--- config.mk ---
export PLATFORM = sky130hd
export DESIGN_NAME = websocket_client_frame_masker
export DESIGN_NICKNAME = d
export VERILOG_FILES = /design/src/rtl/wscfm_pkg.sv /design/src/rtl/wscfm_front.sv /design/src/rtl/wscfm_queue.sv /design/src/rtl/wscfm_back.sv /design/src/rtl/websocket_client_frame_masker.sv
export SDC_FILE = /design/constraint.sdc
export NUM_CORES = 1
export LEC_CHECK = 0
export BUFFER_PORTS_ARGS = -buffer_cell sky130_fd_sc_hd__buf_2
export CORE_MARGIN = 4
export CORE_UTILIZATION = 44
export CTS_BUF_LIST = sky130_fd_sc_hd__clkbuf_16
export CTS_CLUSTER_DIAMETER = 50
export DETAILED_ROUTE_END_ITERATION = 8
export PLACE_DENSITY_LB_ADDON = 0.08
export REMOVE_ABC_BUFFERS = 1
export SETUP_SLACK_MARGIN = 0.1
export SYNTH_ARGS = -nofsm -noshare
export SYNTH_HDL_FRONTEND = slang
export SYNTH_SLANG_ARGS = --single-unit
--- constraint.sdc ---
create_clock -name clk_i -period 7 [get_ports clk_i]
set_clock_uncertainty 0.05 [all_clocks]
set_input_delay 1.4 -clock clk_i [delete_from_list [all_inputs] [get_ports clk_i]]
set_output_delay 1.4 -clock clk_i [all_outputs]
set_load 0.03 [all_outputs]
--- src/rtl/wscfm_pkg.sv ---
// Shared types and constants for the WebSocket client frame masker.
// Used by the front, queue, back and top-level modules; depends on nothing.
package wscfm_pkg;

  // Item mode codes
  localparam logic ModeStart   = 1'b0;
  localparam logic ModePayload = 1'b1;

  // Header constants
  localparam logic [7:0]  HdrFinText   = 8'h81;
  localparam logic [7:0]  HdrMaskBit   = 8'h80;
  localparam logic [62:0] LenDirectMax = 63'd125;
  localparam logic [62:0] Len16Max     = 63'h0000_0000_0000_ffff;
  localparam logic [6:0]  LenCode16    = 7'd126;
  localparam logic [6:0]  LenCode64    = 7'd127;

  // Header byte counts: 0x81, length code, extended length, mask key
  localparam int unsigned MaskBytes   = 4;
  localparam int unsigned HdrMaxBytes = 2 + 8 + MaskBytes;
  localparam int unsigned HdrIdxW     = $clog2(HdrMaxBytes);

  typedef enum logic [1:0] {
    LenDirect = 2'd0,
    Len16     = 2'd1,
    Len64     = 2'd2
  } len_kind_e;

  typedef struct packed {
    logic        mode;
    logic [62:0] payload_length;
    logic [31:0] mask_key;
    logic [7:0]  payload_byte;
  } in_item_t;

  typedef struct packed {
    logic [7:0] frame_byte;
    logic       frame_last;
  } out_item_t;

  // Work request passed from front to back
  typedef struct packed {
    logic        is_hdr;    // header request, else one masked byte
    len_kind_e   kind;      // length encoding of a header
    logic        len_zero;  // header closes the frame by itself
    logic [62:0] len;
    logic [31:0] key;
    logic [7:0]  data;      // masked payload byte
    logic        last;      // final payload byte of the frame
  } job_t;

endpackage

--- src/rtl/wscfm_front.sv ---
// Front end: accepts items, tracks the open frame and requests all but stray payload.
// Depends on wscfm_pkg.
module wscfm_front (
  input  logic                 clk_i,
  input  logic                 rst_ni,
  input  logic                 in_valid_i,
  output logic                 in_ready_o,
  input  wscfm_pkg::in_item_t  in_item_i,
  output logic                 push_valid_o,
  input  logic                 push_ready_i,
  output wscfm_pkg::job_t      push_job_o
);
  import wscfm_pkg::*;

  logic [31:0] key_q, key_d;
  logic [62:0] rem_q, rem_d;
  logic [1:0]  pos_q, pos_d;
  logic        open_q, open_d;
  logic        accept;
  logic        last_byte;

  assign in_ready_o = push_ready_i;
  assign accept     = in_valid_i && push_ready_i;
  assign last_byte  = (rem_q == 63'd1);

  // Classify the item and build the request
  always_comb begin
    push_job_o          = '0;
    push_job_o.len      = in_item_i.payload_length;
    push_job_o.key      = in_item_i.mask_key;
    push_job_o.len_zero = (in_item_i.payload_length == '0);
    if (in_item_i.payload_length <= LenDirectMax) begin
      push_job_o.kind = LenDirect;
    end else if (in_item_i.payload_length <= Len16Max) begin
      push_job_o.kind = Len16;
    end else begin
      push_job_o.kind = Len64;
    end
    push_job_o.data = in_item_i.payload_byte ^ key_q[8*pos_q +: 8];
    push_job_o.last = last_byte;
    if (in_item_i.mode == ModeStart) begin
      push_job_o.is_hdr = 1'b1;
      push_valid_o      = in_valid_i;
    end else begin
      push_job_o.is_hdr = 1'b0;
      // drop payload with no frame open
      push_valid_o      = in_valid_i && open_q;
    end
  end

  // Advance frame state on each accepted request
  always_comb begin
    key_d  = key_q;
    rem_d  = rem_q;
    pos_d  = pos_q;
    open_d = open_q;
    if (accept) begin
      if (in_item_i.mode == ModeStart) begin
        key_d  = in_item_i.mask_key;
        rem_d  = in_item_i.payload_length;
        pos_d  = 2'd0;
        open_d = (in_item_i.payload_length != '0);
      end else if (open_q) begin
        rem_d = rem_q - 63'd1;
        pos_d = pos_q + 2'd1;
        if (last_byte) begin
          open_d = 1'b0;
        end
      end
    end
  end

  always_ff @(posedge clk_i or negedge rst_ni) begin
    if (!rst_ni) begin
      key_q  <= '0;
      rem_q  <= '0;
      pos_q  <= '0;
      open_q <= 1'b0;
    end else begin
      key_q  <= key_d;
      rem_q  <= rem_d;
      pos_q  <= pos_d;
      open_q <= open_d;
    end
  end

endmodule

--- src/rtl/wscfm_queue.sv ---
// Short request queue between the front and back ends.
// Depends on wscfm_pkg for the request type.
module wscfm_queue #(
  parameter int unsigned Depth = 4
) (
  input  logic             clk_i,
  input  logic             rst_ni,
  input  logic             push_valid_i,
  output logic             push_ready_o,
  input  wscfm_pkg::job_t  push_job_i,
  output logic             pop_valid_o,
  input  logic             pop_ready_i,
  output wscfm_pkg::job_t  pop_job_o
);
  import wscfm_pkg::*;

  localparam int unsigned PtrW = (Depth > 1) ? $clog2(Depth) : 1;
  localparam int unsigned CntW = $clog2(Depth + 1);
  localparam logic [PtrW-1:0] PtrLast = PtrW'(Depth - 1);
  localparam logic [CntW-1:0] CntFull = CntW'(Depth);

  job_t            mem_q [Depth];
  logic [PtrW-1:0] wr_ptr_q, wr_ptr_d;
  logic [PtrW-1:0] rd_ptr_q, rd_ptr_d;
  logic [CntW-1:0] cnt_q, cnt_d;
  logic            do_push, do_pop;

  assign push_ready_o = (cnt_q != CntFull);
  assign pop_valid_o  = (cnt_q != '0);
  assign pop_job_o    = mem_q[rd_ptr_q];
  assign do_push      = push_valid_i && push_ready_o;
  assign do_pop       = pop_valid_o && pop_ready_i;

  // Advance pointers and fill count
  always_comb begin
    wr_ptr_d = wr_ptr_q;
    rd_ptr_d = rd_ptr_q;
    cnt_d    = cnt_q;
    if (do_push) begin
      wr_ptr_d = (wr_ptr_q == PtrLast) ? '0 : wr_ptr_q + PtrW'(1);
    end
    if (do_pop) begin
      rd_ptr_d = (rd_ptr_q == PtrLast) ? '0 : rd_ptr_q + PtrW'(1);
    end
    if (do_push && !do_pop) begin
      cnt_d = cnt_q + CntW'(1);
    end else if (do_pop && !do_push) begin
      cnt_d = cnt_q - CntW'(1);
    end
  end

  always_ff @(posedge clk_i or negedge rst_ni) begin
    if (!rst_ni) begin
      wr_ptr_q <= '0;
      rd_ptr_q <= '0;
      cnt_q    <= '0;
    end else begin
      wr_ptr_q <= wr_ptr_d;
      rd_ptr_q <= rd_ptr_d;
      cnt_q    <= cnt_d;
    end
  end

  // Store requests
  always_ff @(posedge clk_i) begin
    if (do_push) begin
      mem_q[wr_ptr_q] <= push_job_i;
    end
  end

endmodule

--- src/rtl/wscfm_back.sv ---
// Back end: walks each request byte by byte into the output register.
// Depends on wscfm_pkg.
module wscfm_back (
  input  logic                  clk_i,
  input  logic                  rst_ni,
  input  logic                  pop_valid_i,
  output logic                  pop_ready_o,
  input  wscfm_pkg::job_t       pop_job_i,
  output logic                  out_valid_o,
  input  logic                  out_ready_i,
  output wscfm_pkg::out_item_t  out_item_o
);
  import wscfm_pkg::*;

  logic [HdrIdxW-1:0] idx_q, idx_d;
  logic [HdrIdxW-1:0] len_bytes;
  logic [HdrIdxW-1:0] hdr_total;
  logic [HdrIdxW-1:0] len_pos;
  logic [HdrIdxW-1:0] key_pos;
  logic [63:0]        len64;
  logic               out_valid_q, out_valid_d;
  out_item_t          out_q, out_d;
  logic               can_load;
  logic               load;
  logic               job_done;
  logic [7:0]         cur_byte;
  logic               cur_last;

  assign can_load = !out_valid_q || out_ready_i;
  assign load     = pop_valid_i && can_load;
  assign len64    = {1'b0, pop_job_i.len};

  // Pick the byte for the current step of the request
  always_comb begin
    unique case (pop_job_i.kind)
      LenDirect: len_bytes = HdrIdxW'(0);
      Len16:     len_bytes = HdrIdxW'(2);
      default:   len_bytes = HdrIdxW'(8);
    endcase
    hdr_total = HdrIdxW'(2 + MaskBytes) + len_bytes;
    len_pos   = len_bytes + HdrIdxW'(1) - idx_q;
    key_pos   = idx_q - HdrIdxW'(2) - len_bytes;
    cur_byte  = pop_job_i.data;
    cur_last  = pop_job_i.last;
    job_done  = 1'b1;
    if (pop_job_i.is_hdr) begin
      job_done = (idx_q == hdr_total - HdrIdxW'(1));
      cur_last = job_done && pop_job_i.len_zero;
      if (idx_q == HdrIdxW'(0)) begin
        cur_byte = HdrFinText;
      end else if (idx_q == HdrIdxW'(1)) begin
        unique case (pop_job_i.kind)
          LenDirect: cur_byte = HdrMaskBit | {1'b0, pop_job_i.len[6:0]};
          Len16:     cur_byte = HdrMaskBit | {1'b0, LenCode16};
          default:   cur_byte = HdrMaskBit | {1'b0, LenCode64};
        endcase
      end else if (idx_q < HdrIdxW'(2) + len_bytes) begin
        cur_byte = len64[8*len_pos[2:0] +: 8];
      end else begin
        cur_byte = pop_job_i.key[8*key_pos[1:0] +: 8];
      end
    end
  end

  assign pop_ready_o = can_load && job_done;

  // Load the output register and step through the request
  always_comb begin
    idx_d       = idx_q;
    out_d       = out_q;
    out_valid_d = out_valid_q;
    if (out_valid_q && out_ready_i) begin
      out_valid_d = 1'b0;
    end
    if (load) begin
      out_d.frame_byte = cur_byte;
      out_d.frame_last = cur_last;
      out_valid_d      = 1'b1;
      idx_d            = job_done ? '0 : idx_q + HdrIdxW'(1);
    end
  end

  always_ff @(posedge clk_i or negedge rst_ni) begin
    if (!rst_ni) begin
      idx_q       <= '0;
      out_valid_q <= 1'b0;
    end else begin
      idx_q       <= idx_d;
      out_valid_q <= out_valid_d;
    end
  end

  always_ff @(posedge clk_i) begin
    out_q <= out_d;
  end

  assign out_valid_o = out_valid_q;
  assign out_item_o  = out_q;

endmodule

--- src/rtl/websocket_client_frame_masker.sv ---
// Top level of the WebSocket client frame masker: front, request queue, back.
// Depends on wscfm_pkg, wscfm_front, wscfm_queue and wscfm_back.
//
// Builds masked client-to-server text frames. A start item (mode 0) produces
// the header: 0x81, the length byte with the mask bit, an optional 16-bit or
// 64-bit big-endian length, and the four mask key bytes, low byte first, for
// 6, 8 or 14 output bytes. Each payload item (mode 1) produces one masked byte;
// payload with no frame open is dropped. The output stream runs at one byte per
// cycle through a single output register while the receiver does not stall it,
// so a start item holds the output lane for all of its header bytes. The front
// end keeps taking items at one per cycle while the queue has room for them, and
// up to QueueDepth requests wait for that lane; an accepted item's request is
// written into the queue and then loaded into the output register.
module websocket_client_frame_masker #(
  parameter int unsigned QueueDepth = 4
) (
  input  logic                  clk_i,
  input  logic                  rst_ni,
  input  logic                  in_valid_i,
  output logic                  in_ready_o,
  input  wscfm_pkg::in_item_t   in_item_i,
  output logic                  out_valid_o,
  input  logic                  out_ready_i,
  output wscfm_pkg::out_item_t  out_item_o
);
  import wscfm_pkg::*;

  logic push_valid, push_ready;
  logic pop_valid, pop_ready;
  job_t push_job, pop_job;

  // Accept and classify items
  wscfm_front u_front (
    .clk_i        (clk_i),
    .rst_ni       (rst_ni),
    .in_valid_i   (in_valid_i),
    .in_ready_o   (in_ready_o),
    .in_item_i    (in_item_i),
    .push_valid_o (push_valid),
    .push_ready_i (push_ready),
    .push_job_o   (push_job)
  );

  // Buffer requests between the two ends
  wscfm_queue #(
    .Depth (QueueDepth)
  ) u_queue (
    .clk_i        (clk_i),
    .rst_ni       (rst_ni),
    .push_valid_i (push_valid),
    .push_ready_o (push_ready),
    .push_job_i   (push_job),
    .pop_valid_o  (pop_valid),
    .pop_ready_i  (pop_ready),
    .pop_job_o    (pop_job)
  );

  // Emit bytes
  wscfm_back u_back (
    .clk_i       (clk_i),
    .rst_ni      (rst_ni),
    .pop_valid_i (pop_valid),
    .pop_ready_o (pop_ready),
    .pop_job_i   (pop_job),
    .out_valid_o (out_valid_o),
    .out_ready_i (out_ready_i),
    .out_item_o  (out_item_o)
  );

`ifndef SYNTHESIS
  // Hold the output byte while the receiver stalls
  assert property (@(posedge clk_i) disable iff (!rst_ni)
    (out_valid_o && !out_ready_i) |=> (out_valid_o && $stable(out_item_o)))
    else $error("output byte changed while stalled");

  // Every accepted start item produces a request
  assert property (@(posedge clk_i) disable iff (!rst_ni)
    (in_valid_i && in_ready_o && (in_item_i.mode == ModeStart)) |-> push_valid)
    else $error("start item produced no request");

  // Output becomes valid only from a queued request
  assert property (@(posedge clk_i) disable iff (!rst_ni)
    $rose(out_valid_o) |-> $past(pop_valid))
    else $error("output loaded with no request pending");
`endif

endmodule
==> flow_summary.yaml <==
status:
  outcome: "completed"
timing:
  timing.final.crit_share_pct: 64.0
  hold_violations: 0
  timing.fmax_mhz: 223
  hold-worst-slack_ps: 418
  period_minus_slack_ps: 4480
  grt_setup_unrepaired: "no"
  slew_viol_final: 0
  tightest_slew_ps: 1070
  slew_headroom_pct: 28.4
  setup-violations-final: 0
global_route:
  grt_usage_pct: 23.1
  overflow: 0
  grt_pass1_vias: 14631
  grt_pass1_wl_um: 97700
  grt_max_degree: 109
  antenna_found_initial: 1
routing:
  drc_errors: 0
  drt_iter0_markers: 1420
  wl_per_cell_um: 27.2
  via_per_inst: 6.01
  ant_nets: 0
  finalWirelength_um: 65600
  dr_total_vias: 14514
  drt_pre_antenna_iters: 5
floorplanning:
  fp-row-count: 84
  die_area_um2: 57500
  initial_core_util_pct: 44.8
  chipWidth_um: 240
  die_h_um: 240
  design.core.area_um2: 52900
  pin_count: 119
pwr:
  p_switching_mw: 4.03
  ir_drop_mv: 0.218
  p_int_mw: 7.83
  comb_power_share_pct: 30.5
  sequentialPowerShare_pct: 41.3
  swShare_pct: 34.0
  p_leak_nw: 9.50
  powerDensity_nw_per_um2: 436
  clockPowerShare_pct: 28.2
critical_path:
  endpoint: "u_back.out_item_o[6]$_DFFE_PP_"
  ff2ff_setup_slack_ps: 2520
  critical_path_arrival_ps: 4770
  crit_path_start_kind: "flop"
  path_cells: "mux4_2, or2_2, ha_2, buf_4, or3b_2, o221ai_1, a2111oi_0, nor3_1, o22ai_1"
  startpoint: "u_queue.rd_ptr_q[0]$_DFFE_PN0P_"
  r2r_end: "u_back.out_item_o[6]$_DFFE_PP_"
  crit_path_end_kind: "flop"
  crit_fanout: 25
  max_stage_delay_ps: 760
  r2r_start: "u_queue.rd_ptr_q[0]$_DFFE_PN0P_"
  path_buf_inv: 1
  crit_slowest_cell: "ha_2"
  cp.depth: 9
  cp_top_family: "simple AND/OR/NAND/NOR gates"
  reg2regPathDepth: 9
  crit_type: "flop to flop"
  cp_data_required_time_ps: 7290
synth:
  synthArstFlopShare_pct: 20.0
  seq_area_frac_synth_pct: 67.6
  ys_ff_latch: 551
  synth.avg_cell_area_um2: 15.3
  synth_edf_count: 441
  ys.warnings.count: 0
  synthCells: 1543
  ys.flop_type: "edfxtp_1"
  netlist_area_um2: 23700
  synthDistinctLibCells: 64
cts:
  clock-root-buffer: "clkbuf_16"
  path_clk_slew_ps: 60
  cts_tree: "built"
  cts-resized-gates: 0
  clk_latency_ps: 600
  hold_buffers: 0
  clock_sinks: 551
  cts_max_level: 3
  cts_setup_buffers: 0
  cts_made_buffers: 69
  cts_buffer_depth: 3
placement:
  dp_cells: 2291
  place_area_um2: 25000
  portBuffers: 118
  hpwl_um: 42700
  gp_congestion: 0.878
cells_and_area:
  utilization_pct: 51.4
  area_growth_pct: 14.9
  n_antenna_cell: 0
  fillers: 4424
  final_cells: 2414
  final_area_um2: 27200
  final_nets: 1799
  drive_above_1_share_pct: 23.3
worst_hold_path:
  hold_class: "flop to flop"
flow_run:
  maxCapViolCount: 0
[synth_stat cells, types with 5 or more instances]
master	count	area [um^2]
mux4_2	113	2540
or4_1	5	37.5
ha_1	16	200
nand3_1	38	190
o221ai_1	8	70.1
a31oi_1	9	56.3
xor2_1	13	114
and4_1	5	43.8
a221o_1	5	50.1
nand4_1	28	175
buf_1	16	60.1
inv_1	22	82.6
or3_1	14	87.6
a21oi_1	68	340
clkbuf_1	49	184
nor3_1	41	205
buf_2	18	90.1
and3_1	16	100
nand2b_1	11	68.8
dfrtp_1	110	2750
mux2_2	24	270
nor4_1	32	200
o21ai_0	38	190
o2111ai_1	5	43.8
a311oi_1	5	43.8
edfxtp_1	441	13200
nand2_1	170	638
o22ai_1	54	338
mux2i_1	46	460
nor2_1	56	210
[logic make-up after synthesis]
logic type | after synthesis | synth area share [%]
XOR/XNOR | 15 | 0.555
multiplexers | 183 | 13.8
adder cells (fa/ha/maj) | 17 | 0.931
AND/OR/NAND/NOR | 447 | 9.38
flip-flops | 551 | 67.6
AO/OA/AOI/OAI | 224 | 5.91
buffers and inverters | 106 | 1.78
[sequential cells by signal, summed over array words and instances, names as in the netlist]
register / cells
u_back.out_valid_o: 1
u_queue.wr_ptr_q: 2
u_back.out_item_o: 9
u_queue.cnt_q: 3
u_queue.mem_q: 432
u_front.rem_q: 63
u_front.pos_q: 2
u_back.idx_q: 4
u_front.key_q: 32
u_queue.rd_ptr_q: 2
u_front.open_q: 1
[metal layers]
layer  global-route usage, %  share of wire (%)  up-vias
met2                    35.7                 47      523
met1                    33.2                 44     7467
met5                       0                  0        -
met3                    5.53                6.6      103
met4                    6.54                2.6        0
li1                        -                  -     6421
[power groups by stage]
| stage | logic [mW] | clock network, mW | registers (mW) |
|---|---|---|---|
| finish | 3.62 | 3.34 | 4.90 |
| global route | 3.91 | 3.56 | 4.98 |
| CTS | 3.67 | 3.42 | 4.90 |
| detailed placement | 3.66 | 0 | 4.96 |
| global placement | 3.64 | 0 | 4.93 |
| floorplan | 2.34 | 0 | 5.05 |
[cell usage in the layout (no fill, tap or decap), drive strengths merged, types with 24 or more instances in the layout]
master | synthesis | final
a21oi | 68 | 68
nand4 | 28 | 28
o21ai | 38 | 38
edfxtp | 441 | 441
clkbuf | 49 | 72
inv | 22 | 40
nand2 | 170 | 170
nor4 | 35 | 35
buf | 34 | 143
mux2i | 46 | 46
nand3 | 38 | 38
nor3 | 43 | 43
mux2 | 24 | 24
dfrtp | 110 | 110
nor2 | 56 | 56
o22ai | 54 | 54
mux4 | 113 | 113
[worst register-to-register path: stages, from the launching register on]
cell	delay, ps
dfrtp_4	710
mux4_2	590
or2_2	350
ha_2	760
buf_4	480
or3b_2	570
o221ai_1	210
a2111oi_0	140
nor3_1	270
o22ai_1	90
[per-stage QoR]
stage	power (mW)	setup slack (ps)	setup TNS (ps)
finish	11.9	2520	0
global route	12.5	2310	0
CTS	12.0	2530	0
detailed placement	8.61	2520	0
global placement	8.57	2580	0
floorplan	7.39	-772	-6170
[how the worst min path moves through the flow]
stage / from / to / slack (ps) / depth (start not counted)
floorplan: u_front.key_q[16]$_DFFE_PN0P_ / u_front.key_q[16]$_DFFE_PN0P_ / 390 / 2
global route: u_front.key_q[18]$_DFFE_PN0P_ / u_front.key_q[18]$_DFFE_PN0P_ / 430 / 2
detailed placement: u_front.key_q[18]$_DFFE_PN0P_ / u_front.key_q[18]$_DFFE_PN0P_ / 410 / 2
global placement: u_front.key_q[23]$_DFFE_PN0P_ / u_front.key_q[23]$_DFFE_PN0P_ / 400 / 2
CTS: u_front.key_q[18]$_DFFE_PN0P_ / u_front.key_q[18]$_DFFE_PN0P_ / 420 / 2
finish: u_front.key_q[18]$_DFFE_PN0P_ / u_front.key_q[18]$_DFFE_PN0P_ / 420 / 2
[layout make-up]
cell class | count | area, um^2 | share of cell area (%)
Clock buffer | 72 | 1800 | 6.63
Clock inverter | 51 | 355 | 1.31
Inverter | 23 | 86.3 | 0.317
Multi-Input combinational cell | 886 | 7290 | 26.8
Sequential cell | 551 | 16000 | 58.8
Tap cell | 688 | 861 | 3.17
Timing Repair Buffer | 143 | 793 | 2.92
(Power assumes the default switching activity.)
